==> src/sv/multi_channel_pid_controller_defines.svh <==
// ---------------------------------------------------------------------------
// multi_channel_pid_controller_defines
// Assertion macros shared by the PID controller RTL.
// ---------------------------------------------------------------------------
`ifndef MULTI_CHANNEL_PID_CONTROLLER_DEFINES_SVH
`define MULTI_CHANNEL_PID_CONTROLLER_DEFINES_SVH

// Same-cycle implication, sampled on clk, off during reset
`define MCPID_ASSERT_NOW(lbl, ante, cons, msg) \
  lbl: assert property (@(posedge clk) disable iff (!rst_n) (ante) |-> (cons)) \
    else $error(msg);

// Next-cycle implication, sampled on clk, off during reset
`define MCPID_ASSERT_NEXT(lbl, ante, cons, msg) \
  lbl: assert property (@(posedge clk) disable iff (!rst_n) (ante) |=> (cons)) \
    else $error(msg);

`endif

==> src/sv/mcpid_pkg.sv <==
// ---------------------------------------------------------------------------
// mcpid_pkg
// Widths, register indexes, reset values and the item type of the
// multi-channel PID controller.
// ---------------------------------------------------------------------------
package mcpid_pkg;

  // default channel count
  localparam int CHANNELS_DEF = 8;

  // field widths
  localparam int CH_W    = 3;
  localparam int MEAS_W  = 16;
  localparam int GAIN_W  = 16;
  localparam int DRIVE_W = 16;
  localparam int INTEG_W = 24;

  // configuration port
  localparam int CFG_IDX_W  = 1;
  localparam int CFG_DATA_W = INTEG_W;

  localparam logic [CFG_IDX_W-1:0] CFG_IDX_INTEGRAL_MIN = 1'd0;
  localparam logic [CFG_IDX_W-1:0] CFG_IDX_INTEGRAL_MAX = 1'd1;

  localparam logic signed [INTEG_W-1:0] INTEG_MIN_RST = 24'sh800000;
  localparam logic signed [INTEG_W-1:0] INTEG_MAX_RST = 24'sh7FFFFF;

  // one input item
  typedef struct packed {
    logic        [CH_W-1:0]    channel;
    logic signed [MEAS_W-1:0]  measurement;
    logic signed [MEAS_W-1:0]  setpoint;
    logic        [GAIN_W-1:0]  gain_p;
    logic        [GAIN_W-1:0]  gain_i;
    logic        [GAIN_W-1:0]  gain_d;
    logic signed [DRIVE_W-1:0] drive_min;
    logic signed [DRIVE_W-1:0] drive_max;
  } mcpid_item_t;

endpackage

==> src/sv/mcpid_ram.sv <==
// ---------------------------------------------------------------------------
// mcpid_ram
// Generic single-port-write, single-port-read RAM with registered read data.
// ---------------------------------------------------------------------------
module mcpid_ram #(
  parameter int WIDTH = 8,
  parameter int DEPTH = 8,
  parameter int AW    = (DEPTH > 1) ? $clog2(DEPTH) : 1
) (
  input  logic             clk,
  input  logic             we,
  input  logic [AW-1:0]    waddr,
  input  logic [WIDTH-1:0] wdata,
  input  logic             re,
  input  logic [AW-1:0]    raddr,
  output logic [WIDTH-1:0] rdata
);

  logic [WIDTH-1:0] mem_r [DEPTH];
  logic [WIDTH-1:0] rdata_r;

  // write port
  always_ff @(posedge clk) begin
    if (we) begin
      mem_r[waddr] <= wdata;
    end
  end

  // registered read, holds while re is low
  always_ff @(posedge clk) begin
    if (re) begin
      rdata_r <= mem_r[raddr];
    end
  end

  assign rdata = rdata_r;

endmodule

==> src/sv/mcpid_calc.sv <==
// ---------------------------------------------------------------------------
// mcpid_calc
// PID datapath for one item: error, derivative on measurement, clamped
// integral update and the clamped weighted sum of the three terms.
// ---------------------------------------------------------------------------
module mcpid_calc (
  input  mcpid_pkg::mcpid_item_t                     item,
  input  logic signed [mcpid_pkg::MEAS_W-1:0]        prev_meas,
  input  logic signed [mcpid_pkg::INTEG_W-1:0]       integ_in,
  input  logic signed [mcpid_pkg::INTEG_W-1:0]       integ_min,
  input  logic signed [mcpid_pkg::INTEG_W-1:0]       integ_max,
  output logic signed [mcpid_pkg::INTEG_W-1:0]       integ_out,
  output logic signed [mcpid_pkg::DRIVE_W-1:0]       drive_value
);
  import mcpid_pkg::*;

  logic signed [MEAS_W:0]      err;
  logic signed [MEAS_W:0]      delta;
  logic signed [INTEG_W:0]     isum;
  logic signed [INTEG_W-1:0]   acc;
  logic signed [2*MEAS_W+1:0]  p_prod;
  logic signed [2*MEAS_W+1:0]  d_prod;
  logic signed [INTEG_W+GAIN_W:0] i_prod;
  logic signed [2*MEAS_W-7:0]  p_term;
  logic signed [2*MEAS_W-7:0]  d_term;
  logic signed [INTEG_W+GAIN_W-8:0] i_term;
  logic signed [2*MEAS_W+2:0]  y;

  // error and derivative on measurement, 17-bit
  assign err   = {item.setpoint[MEAS_W-1], item.setpoint}
               - {item.measurement[MEAS_W-1], item.measurement};
  assign delta = {prev_meas[MEAS_W-1], prev_meas}
               - {item.measurement[MEAS_W-1], item.measurement};

  // integral update with min-first clamp
  assign isum = {integ_in[INTEG_W-1], integ_in}
              + {{(INTEG_W-MEAS_W){err[MEAS_W]}}, err};

  always_comb begin
    if (isum < integ_min) begin
      acc = integ_min;
    end else if (isum > integ_max) begin
      acc = integ_max;
    end else begin
      acc = isum[INTEG_W-1:0];
    end
  end

  assign integ_out = acc;

  // gain products, gains taken as positive signed operands
  assign p_prod = err   * $signed({1'b0, item.gain_p});
  assign d_prod = delta * $signed({1'b0, item.gain_d});
  assign i_prod = acc   * $signed({1'b0, item.gain_i});

  // Q8.8 scaling, floor
  assign p_term = p_prod[2*MEAS_W+1:8];
  assign d_term = d_prod[2*MEAS_W+1:8];
  assign i_term = i_prod[INTEG_W+GAIN_W:8];

  assign y = {{9{p_term[2*MEAS_W-7]}}, p_term}
           + {{9{d_term[2*MEAS_W-7]}}, d_term}
           + {{2{i_term[INTEG_W+GAIN_W-8]}}, i_term};

  // drive clamp, min checked first
  always_comb begin
    if (y < item.drive_min) begin
      drive_value = item.drive_min;
    end else if (y > item.drive_max) begin
      drive_value = item.drive_max;
    end else begin
      drive_value = y[DRIVE_W-1:0];
    end
  end

endmodule

==> src/sv/multi_channel_pid_controller.sv <==
// ---------------------------------------------------------------------------
// multi_channel_pid_controller
// Multi-channel PID controller with derivative on measurement.
// ---------------------------------------------------------------------------
// Takes one item per clock, indefinitely, while the output is not stalled;
// each accepted item is held in the stage 1 register and its result moves
// into the output register once no stalled result holds that register. The
// datapath is a single pass: per-channel state (last measurement and
// integral) is read from a small RAM on acceptance, the whole PID sum is
// formed in the next cycle and written back as the result moves into the
// output register. Items on the same channel may follow each
// other in consecutive cycles; the freshly written state is forwarded. Per
// channel valid flags make unwritten state read as zero after reset, so no
// clearing pass is needed. Channel numbers wrap modulo CHANNELS. The
// integral limits must only be written while the block is idle.
// ---------------------------------------------------------------------------
`include "multi_channel_pid_controller_defines.svh"

module multi_channel_pid_controller #(
  parameter int CHANNELS = mcpid_pkg::CHANNELS_DEF
) (
  input  logic                                    clk,
  input  logic                                    rst_n,
  // input items
  input  logic                                    in_valid,
  output logic                                    in_stall,
  input  logic        [mcpid_pkg::CH_W-1:0]       in_channel,
  input  logic signed [mcpid_pkg::MEAS_W-1:0]     in_measurement,
  input  logic signed [mcpid_pkg::MEAS_W-1:0]     in_setpoint,
  input  logic        [mcpid_pkg::GAIN_W-1:0]     in_gain_p,
  input  logic        [mcpid_pkg::GAIN_W-1:0]     in_gain_i,
  input  logic        [mcpid_pkg::GAIN_W-1:0]     in_gain_d,
  input  logic signed [mcpid_pkg::DRIVE_W-1:0]    in_drive_min,
  input  logic signed [mcpid_pkg::DRIVE_W-1:0]    in_drive_max,
  // result items
  output logic                                    out_valid,
  input  logic                                    out_stall,
  output logic signed [mcpid_pkg::DRIVE_W-1:0]    out_drive_value,
  // configuration
  input  logic                                    cfg_wr_en,
  input  logic        [mcpid_pkg::CFG_IDX_W-1:0]  cfg_index,
  input  logic        [mcpid_pkg::CFG_DATA_W-1:0] cfg_wdata
);
  import mcpid_pkg::*;

  localparam int AW = (CHANNELS > 1) ? $clog2(CHANNELS) : 1;
  localparam int SW = MEAS_W + INTEG_W;

  logic                         in_acc;
  logic                         s1_adv;
  logic [CH_W-1:0]              ch_wrap;
  logic [AW-1:0]                ch_idx;

  logic                         s1_vld_r;
  mcpid_item_t                  s1_item_r;
  logic [AW-1:0]                s1_ch_r;

  logic                         st_fwd_r;
  logic                         st_vld_r;
  logic [SW-1:0]                st_fwd_data_r;
  logic [SW-1:0]                ram_q;
  logic [SW-1:0]                st_word;
  logic [CHANNELS-1:0]          vld_r;

  logic                         wr_en;
  logic [SW-1:0]                wr_data;

  logic signed [INTEG_W-1:0]    imin_r;
  logic signed [INTEG_W-1:0]    imax_r;
  logic signed [INTEG_W-1:0]    integ_nxt;
  logic signed [DRIVE_W-1:0]    drive_nxt;

  logic                         out_vld_r;
  logic signed [DRIVE_W-1:0]    out_drive_r;

  // handshake: stage 1 empties into the output register
  assign in_acc   = in_valid && !in_stall;
  assign s1_adv   = s1_vld_r && (!out_vld_r || !out_stall);
  assign in_stall = s1_vld_r && !s1_adv;

  // channel wrap by repeated subtraction, at most seven steps on 3 bits
  always_comb begin
    ch_wrap = in_channel;
    for (int i = 0; i < 8; i++) begin
      if (int'(ch_wrap) >= CHANNELS) begin
        ch_wrap = ch_wrap - CH_W'(CHANNELS);
      end
    end
  end

  assign ch_idx = AW'(ch_wrap);

  // stage 1 item register
  always_ff @(posedge clk) begin
    if (!rst_n) begin
      s1_vld_r <= 1'b0;
    end else if (in_acc) begin
      s1_vld_r <= 1'b1;
    end else if (s1_adv) begin
      s1_vld_r <= 1'b0;
    end
  end

  always_ff @(posedge clk) begin
    if (in_acc) begin
      s1_item_r <= '{channel:     in_channel,
                     measurement: in_measurement,
                     setpoint:    in_setpoint,
                     gain_p:      in_gain_p,
                     gain_i:      in_gain_i,
                     gain_d:      in_gain_d,
                     drive_min:   in_drive_min,
                     drive_max:   in_drive_max};
      s1_ch_r   <= ch_idx;
    end
  end

  // state write-back as the result leaves stage 1
  assign wr_en   = s1_adv;
  assign wr_data = {integ_nxt, s1_item_r.measurement};

  mcpid_ram #(
    .WIDTH (SW),
    .DEPTH (CHANNELS),
    .AW    (AW)
  ) u_state_ram (
    .clk   (clk),
    .we    (wr_en),
    .waddr (s1_ch_r),
    .wdata (wr_data),
    .re    (in_acc),
    .raddr (ch_idx),
    .rdata (ram_q)
  );

  // per-channel written flags
  always_ff @(posedge clk) begin
    if (!rst_n) begin
      vld_r <= '0;
    end else if (wr_en) begin
      vld_r[s1_ch_r] <= 1'b1;
    end
  end

  // forward a same-edge write to the channel being read
  always_ff @(posedge clk) begin
    if (!rst_n) begin
      st_fwd_r <= 1'b0;
      st_vld_r <= 1'b0;
    end else if (in_acc) begin
      st_fwd_r <= wr_en && (s1_ch_r == ch_idx);
      st_vld_r <= vld_r[ch_idx];
    end
  end

  always_ff @(posedge clk) begin
    if (in_acc) begin
      st_fwd_data_r <= wr_data;
    end
  end

  always_comb begin
    if (st_fwd_r) begin
      st_word = st_fwd_data_r;
    end else if (st_vld_r) begin
      st_word = ram_q;
    end else begin
      st_word = '0;
    end
  end

  // configuration registers
  always_ff @(posedge clk) begin
    if (!rst_n) begin
      imin_r <= INTEG_MIN_RST;
      imax_r <= INTEG_MAX_RST;
    end else if (cfg_wr_en) begin
      case (cfg_index)
        CFG_IDX_INTEGRAL_MIN: imin_r <= $signed(cfg_wdata);
        CFG_IDX_INTEGRAL_MAX: imax_r <= $signed(cfg_wdata);
        default: ;
      endcase
    end
  end

  // datapath
  mcpid_calc u_calc (
    .item        (s1_item_r),
    .prev_meas   ($signed(st_word[MEAS_W-1:0])),
    .integ_in    ($signed(st_word[SW-1:MEAS_W])),
    .integ_min   (imin_r),
    .integ_max   (imax_r),
    .integ_out   (integ_nxt),
    .drive_value (drive_nxt)
  );

  // output register
  always_ff @(posedge clk) begin
    if (!rst_n) begin
      out_vld_r <= 1'b0;
    end else if (s1_adv) begin
      out_vld_r <= 1'b1;
    end else if (!out_stall) begin
      out_vld_r <= 1'b0;
    end
  end

  always_ff @(posedge clk) begin
    if (s1_adv) begin
      out_drive_r <= drive_nxt;
    end
  end

  assign out_valid       = out_vld_r;
  assign out_drive_value = out_drive_r;

  // checks
  `MCPID_ASSERT_NEXT(a_acc_fills_s1, in_acc, s1_vld_r, "accepted item missing from stage 1")
  `MCPID_ASSERT_NOW(a_out_from_s1, $rose(out_vld_r), $past(s1_vld_r), "result without item")
  `MCPID_ASSERT_NEXT(a_fwd_same_ch, in_acc && wr_en && (s1_ch_r == ch_idx), st_fwd_r,
                     "same-channel state not forwarded")
  `MCPID_ASSERT_NEXT(a_wr_sets_vld, wr_en && in_acc && (s1_ch_r == ch_idx), vld_r != '0,
                     "written channel not flagged")

endmodule

==> config.mk <==
export PLATFORM = sky130hd
export DESIGN_NAME = multi_channel_pid_controller
export DESIGN_NICKNAME = d
export VERILOG_FILES = /design/src/sv/mcpid_pkg.sv /design/src/sv/mcpid_ram.sv /design/src/sv/mcpid_calc.sv /design/src/sv/multi_channel_pid_controller.sv
export VERILOG_INCLUDE_DIRS = /design/src /design/src/sv
export SDC_FILE = /design/constraint.sdc
export NUM_CORES = 2
export LEC_CHECK = 0
export BUFFER_PORTS_ARGS = -buffer_cell sky130_fd_sc_hd__clkbuf_2
export CAP_MARGIN = 20
export CORE_UTILIZATION = 45
export CTS_CLUSTER_DIAMETER = 40
export CTS_CLUSTER_SIZE = 20
export DETAILED_ROUTE_END_ITERATION = 10
export HOLD_SLACK_MARGIN = 0.08
export SLEW_MARGIN = 20
export SYNTH_ARGS = -nofsm -noshare
export SYNTH_HDL_FRONTEND = slang
export SYNTH_SLANG_ARGS = --single-unit
==> constraint.sdc <==
create_clock -name clk -period 46.2 [get_ports clk]
set_input_delay 2.31 -clock clk [delete_from_list [all_inputs] [get_ports clk]]
set_output_delay 2.31 -clock clk [all_outputs]
set_load 0.01 [all_outputs]
# Yosys cells after proc, flatten, opt, wreduce, memory -nomap -nowiden
# Memory sizes are Yosys's and may differ from the RTL's. A register that Yosys moved wholly into a read port is not among the register bits.
# Cells that the tools add are included.
# totals
mem_count	1
reg_bits	231
word_cells	66
mem_bits_rw	320
# classes
eq_ne	2
n_mux	16
bitwise	2
n_reduce_logical	13
n_lt_le_gt_ge	7
addsub	5
n_mul	3
# memory_table
memory	depth	word_bits	read_ports	rd_ports_with_merged_regs	wr	line	rtl
u_state_ram.mem_r	8	40	1	1	1	mcpid_ram.sv:19	logic [WIDTH-1:0] mem_r [DEPTH];
# op_table
op	count
$mux W40	2
$mul A17 B17 Y34	2
$mux W24	2
$mul A24 B17 Y41	1
$add A35 B35 Y35	1
$gt A35 B16 Y1	1
$lt A35 B16 Y1	1
$sub A16 B16 Y17	2
$mux W16	2
$add A26 B26 Y27	1
$add A24 B17 Y25	1
$gt A25 B24 Y1	1
$lt A25 B24 Y1	1
$lt A3 B4 Y1 const B	2
$mux W1	8
$or A8 B8 Y8	1
$logic_and A1 B1 Y1	5
$logic_not A1 Y1	4
$reduce_and A2 Y1	2
$bmux W1 S3	1
$demux W1 S3	1
$eq A3 B3 Y1	1
$ge A3 B1 Y1 const B	1
$ne A2 B1 Y1 const B	1
3 further kinds	3

# Logic depth before layout (Yosys ltp)
# logic_depth
depth_word	11
depth_mapped	77
depth_no_buf	72

# Cells and area by module
# A second synthesis with hierarchy kept.
# unflattened
hier_cells	6134
hier_area_um2	65059.9
# modules_own_cells
mod	instances	area_per_inst_um2	cells_per_inst
mcpid_calc	1	43633.1	5123
mcpid_ram	1	13571.8	515
multi_channel_pid_controller	1	7855.0	496

# Least setup slack after synthesis
# No wires, ideal clock.
# synth_timing
kind	reg-to-reg
startpoint	register s1_item_r[96] in the netlist's numbering
endpoint	register out_drive_r[10], in the netlist out_drive_value[10] (data pin)
arrival_ns	15.792
path_stages_with_launch	71
path_slack_ns	30.143
period_less_slack_ns	16.057
n_path_buf	4
path_cell_list	edfxtp_1 -> ha_1 -> fa_1 -> nor2b_1 -> o21ai_0 -> a21boi_0 -> o21ai_0 -> a211o_1 -> nand2_1 -> a21oi_1 -> xnor2_1 -> clkbuf_1 -> ha_1 -> inv_1 -> o21bai_1 -> a21o_1 -> a211oi_2 -> nor4_1 -> (+35 left out) -> o21ai_0 -> nand2b_1 -> a311oi_1 -> o21a_1 -> o21bai_1 -> a21oi_1 -> xnor2_1 -> ha_1 -> a21o_1 -> a21o_1 -> a21o_1 -> a21oi_1 -> nor2_1 -> a2111oi_0 -> nand2_1 -> o221ai_2 -> buf_2 -> mux2i_1
# synth_between
elab_chain_len	10
# synth_rtl
item	line	rtl
start: declaration	multi_channel_pid_controller.sv:55	mcpid_item_t s1_item_r;
start signal: assignment	multi_channel_pid_controller.sv:106	s1_item_r <= '{channel: in_channel,
$sub A16 B16 Y17 *	mcpid_calc.sv:31	- {item.measurement[MEAS_W-1], item.measurement};
$add A24 B17 Y25 *	mcpid_calc.sv:37	+ {{(INTEG_W-MEAS_W){err[MEAS_W]}}, err};
$gt A25 B24 Y1	mcpid_calc.sv:42	end else if (isum > integ_max) begin
$mux W24	mcpid_calc.sv:42	
$mux W24 *	mcpid_calc.sv:40	if (isum < integ_min) begin
named net integ_nxt[10]	multi_channel_pid_controller.sv:70	logic signed [INTEG_W-1:0] integ_nxt;
$mul A24 B17 Y41 *	mcpid_calc.sv:54	assign i_prod = acc * $signed({1'b0, item.gain_i});
$add A35 B35 Y35 *	mcpid_calc.sv:63	+ {{2{i_term[INTEG_W+GAIN_W-8]}}, i_term};
$gt A35 B16 Y1	mcpid_calc.sv:69	end else if (y > item.drive_max) begin
$mux W16	mcpid_calc.sv:69	
$mux W16 *	mcpid_calc.sv:67	if (y < item.drive_min) begin
named net drive_nxt[10]	multi_channel_pid_controller.sv:71	logic signed [DRIVE_W-1:0] drive_nxt;
end signal: assignment	multi_channel_pid_controller.sv:210	out_drive_r <= drive_nxt;
end: declaration	multi_channel_pid_controller.sv:74	logic signed [DRIVE_W-1:0] out_drive_r;
# Mark *: on every way through the listed nets, which the timed path passes. The rest lies on a longest branch.
# A chain may end at the register's enable or synchronous reset.

# Final worst setup path
# layout_timing
startpoint	register s1_item_r[96] in the netlist's numbering
endpoint	register out_drive_r[0], in the netlist out_drive_value[0] (data pin)
# layout_between
elab_chain_len	10
# layout_rtl
item	line
$sub A16 B16 Y17	mcpid_calc.sv:31
$add A24 B17 Y25	mcpid_calc.sv:37
$gt A25 B24 Y1	mcpid_calc.sv:42
$mux W24	mcpid_calc.sv:42
$mux W24	mcpid_calc.sv:40
$mul A24 B17 Y41	mcpid_calc.sv:54
$add A35 B35 Y35 *	mcpid_calc.sv:63
$gt A35 B16 Y1	mcpid_calc.sv:69
$mux W16	mcpid_calc.sv:69
$mux W16 *	mcpid_calc.sv:67
named net drive_nxt[0]	multi_channel_pid_controller.sv:71
# Marked as above.

==> reports/qor.yml <==
status: "completed"
start_util_pct: 45.4
ios: 163
antenna_found_initial: 0
holdBufCountCts: 0
postCtsSetupBuffers: 0
via_per_inst: 5.42
drive_gt1_share_pct: 9.55
synth_largest_area_cell: "fa_1"
nets: 7756
hold_start: "vld_r[7]"
synth_nets: 7660
synth_top_area_share_pct: 29.0
synth-seq-cells: 591
post-place-ws_ns: 28.01
setup-violations-final: 0
grtUsageTotal_pct: 23.9
finalCritPeriodShare_pct: 40.3
timing.fmax_mhz: 53.7
arrival_ns: 19.03
fin_skew_ns: 0.0693
grt_overflow_total: 0
cts.path.max_buffers: 3
ctsResizeCount: 0
crit_required_ns: 46.62
cts_root_buffer: "clkbuf_16"
reg2reg_slack_ns: 27.59
cts_buffers: 88
wl_per_cell_um: 20.6
via_count: 44089
netlist_area_mm2: 0.0645
critPathMaxStageDelay_ns: 0.84
wl_um: 168000
hp-class: "register to register"
antenna_cells: 0
cap_violations: 0
fill_cells: 12944
yosysSeqAreaShare_pct: 26.6
die_x_um: 381
critPathSlowestCell: "o21bai_2"
drv_slew: 0
worstPathMaxFanout: 25
synthCells: 6079
maxSlewHeadroom_pct: 15.6
ys_top_cells_by_area: "fa_1 29%, edfxtp_1 25%, ha_1 9.7%, inv_1 6.9%, nand2_1 3.8%"
drt-pass1-iter-count: 5
die_area_mm2: 0.145
cpMostUsedCell: "a21o_1"
grt_max_degree: 67
yosys_warnings: 0
rsz0062_at_grt: "false"
hold_depth: 1
r2r-start: "s1_item_r[96]"
cp-end-kind: "register"
tns_ns: 0
cts_tree: "built"
rr_worst_depth: 67
dieHeight_um: 381
cp-start-kind: "register"
clock_latency_ns: 0.73
synthArstFlopShare_pct: 0
period_minus_slack_ns: 18.61
clkTransAtPathRegs_ns: 0.06
worstReg2RegEnd: "out_drive_value[0]"
holdPathEnd: "vld_r[7]"
portBuffers: 162
area_growth_pct: 9.73
place.gp.congestion: 0.905
rows: 138
htreeDepth: 3
route.detailed.drc: 0
core_area_mm2: 0.142
synth-edff-count: 531
worst_pin_slew_ns: 1.26
place_area_mm2: 0.0675
grt_pass1_wl_um: 268000
grt_pass1_vias: 47419
ys_types: 82
fin_area_mm2: 0.0707
drt_iter0_drc: 2843
fin_ws_ns: 27.59
critPathKind: "register to register"
postRouteAntennaNets: 0
dp_hpwl_um: 128000
cts.sinks: 591
hold_viol: 0
avgSynthCellArea_um2: 10.6
ys.flop_type: "edfxtp_1"
## layout by cell type (no fill, tap or decap), types with 82 or more instances in the layout
| master | Yosys | layout |
|---|---|---|
| xnor2_1 | 127 | 124 |
| a21oi_1 | 164 | 162 |
| nand2_1 | 649 | 649 |
| clkbuf_2 | 0 | 160 |
| nand3_1 | 136 | 136 |
| ha_1 | 502 | 502 |
| nor2_1 | 150 | 140 |
| inv_1 | 1184 | 1184 |
| clkbuf_16 | 0 | 90 |
| and2_1 | 320 | 320 |
| edfxtp_1 | 531 | 531 |
| mux4_2 | 82 | 82 |
| fa_1 | 934 | 934 |
| nor2b_1 | 96 | 93 |
| a21o_1 | 92 | 92 |
## sequential cells by signal, indices dropped and copies added (netlist names)
signal,cells
imax_r,24
s1_ch_r,3
st_fwd_r,1
s1_vld_r,1
out_valid,1
out_drive_value,16
st_fwd_data_r,40
s1_item_r,112
imin_r,24
vld_r,8
st_vld_r,1
u_state_ram.mem_r,320
u_state_ram.rdata,40
## worst max-delay path: cells and delay by family (launching register included)
kind,cells,cell delay [ns]
compound gates,33,8.02
xor+xnor,3,0.64
fa+ha+maj,13,5.44
buf+inv,7,1.26
flops,1,0.54
mux,3,0.84
simple gates,8,1.53
## per-stage QoR
step,std cells,hold slack [ns],utilization [%]
after floorplan,6079,0.435,-
after global placement,7975,0.443,47.6
after detailed placement,7975,0.450,47.6
after CTS,8141,0.465,49.8
after global routing,8141,0.486,49.8
final,8141,0.463,49.8
## routing by layer
metal  vias to the layer above  track usage (%)  routed length (µm)
met5                         -                0                   0
met3                       278             3.02                8110
met2                      1153             41.5               83200
met1                     22664             30.8               70800
met4                         0             8.00                5530
li1                      19994                -                   -
## logic make-up after synthesis
kind of cell / count (synthesis) / share of synthesized area (%)
compound gates: 712 / 7.74
fa+ha+maj: 1436 / 38.7
buf+inv: 1416 / 8.29
mux: 169 / 4.30
flops: 591 / 26.6
xor+xnor: 175 / 2.38
simple gates: 1580 / 12.0
## worst max path at each step
stage	from	end
2_1_floorplan	s1_item_r[96]	out_drive_value[10]
3_3_place_gp	s1_item_r[96]	out_drive_value[0]
3_5_place_dp	s1_item_r[96]	out_drive_value[0]
4_1_cts	s1_item_r[96]	out_drive_value[0]
5_1_grt	s1_item_r[96]	out_drive_value[0]
6_report	s1_item_r[96]	out_drive_value[0]
## synthesized netlist by cell type, types with 96 or more instances
cell type	number
nor2b_1	96
nand2_1	649
nor2_1	150
a21oi_1	164
fa_1	934
ha_1	502
and2_1	320
nand3_1	136
xnor2_1	127
inv_1	1184
edfxtp_1	531
clkbuf_1	201
## final cells by class
| type | instances | area (µm²) | share of cell area (%) |
|---|---|---|---|
| inverter | 1184 | 4440 | 6.28 |
| clock inverter | 72 | 925 | 1.31 |
| sequential | 591 | 17100 | 24.2 |
| clock buffer | 94 | 2280 | 3.22 |
| multi-input combinational | 4072 | 42200 | 59.6 |
| timing repair buffer | 238 | 1390 | 1.96 |
| tap | 1890 | 2360 | 3.34 |
Power is left out: the tool's default activity adds up to more than one toggle a clock period on the data nets, which glitch-free logic cannot reach.
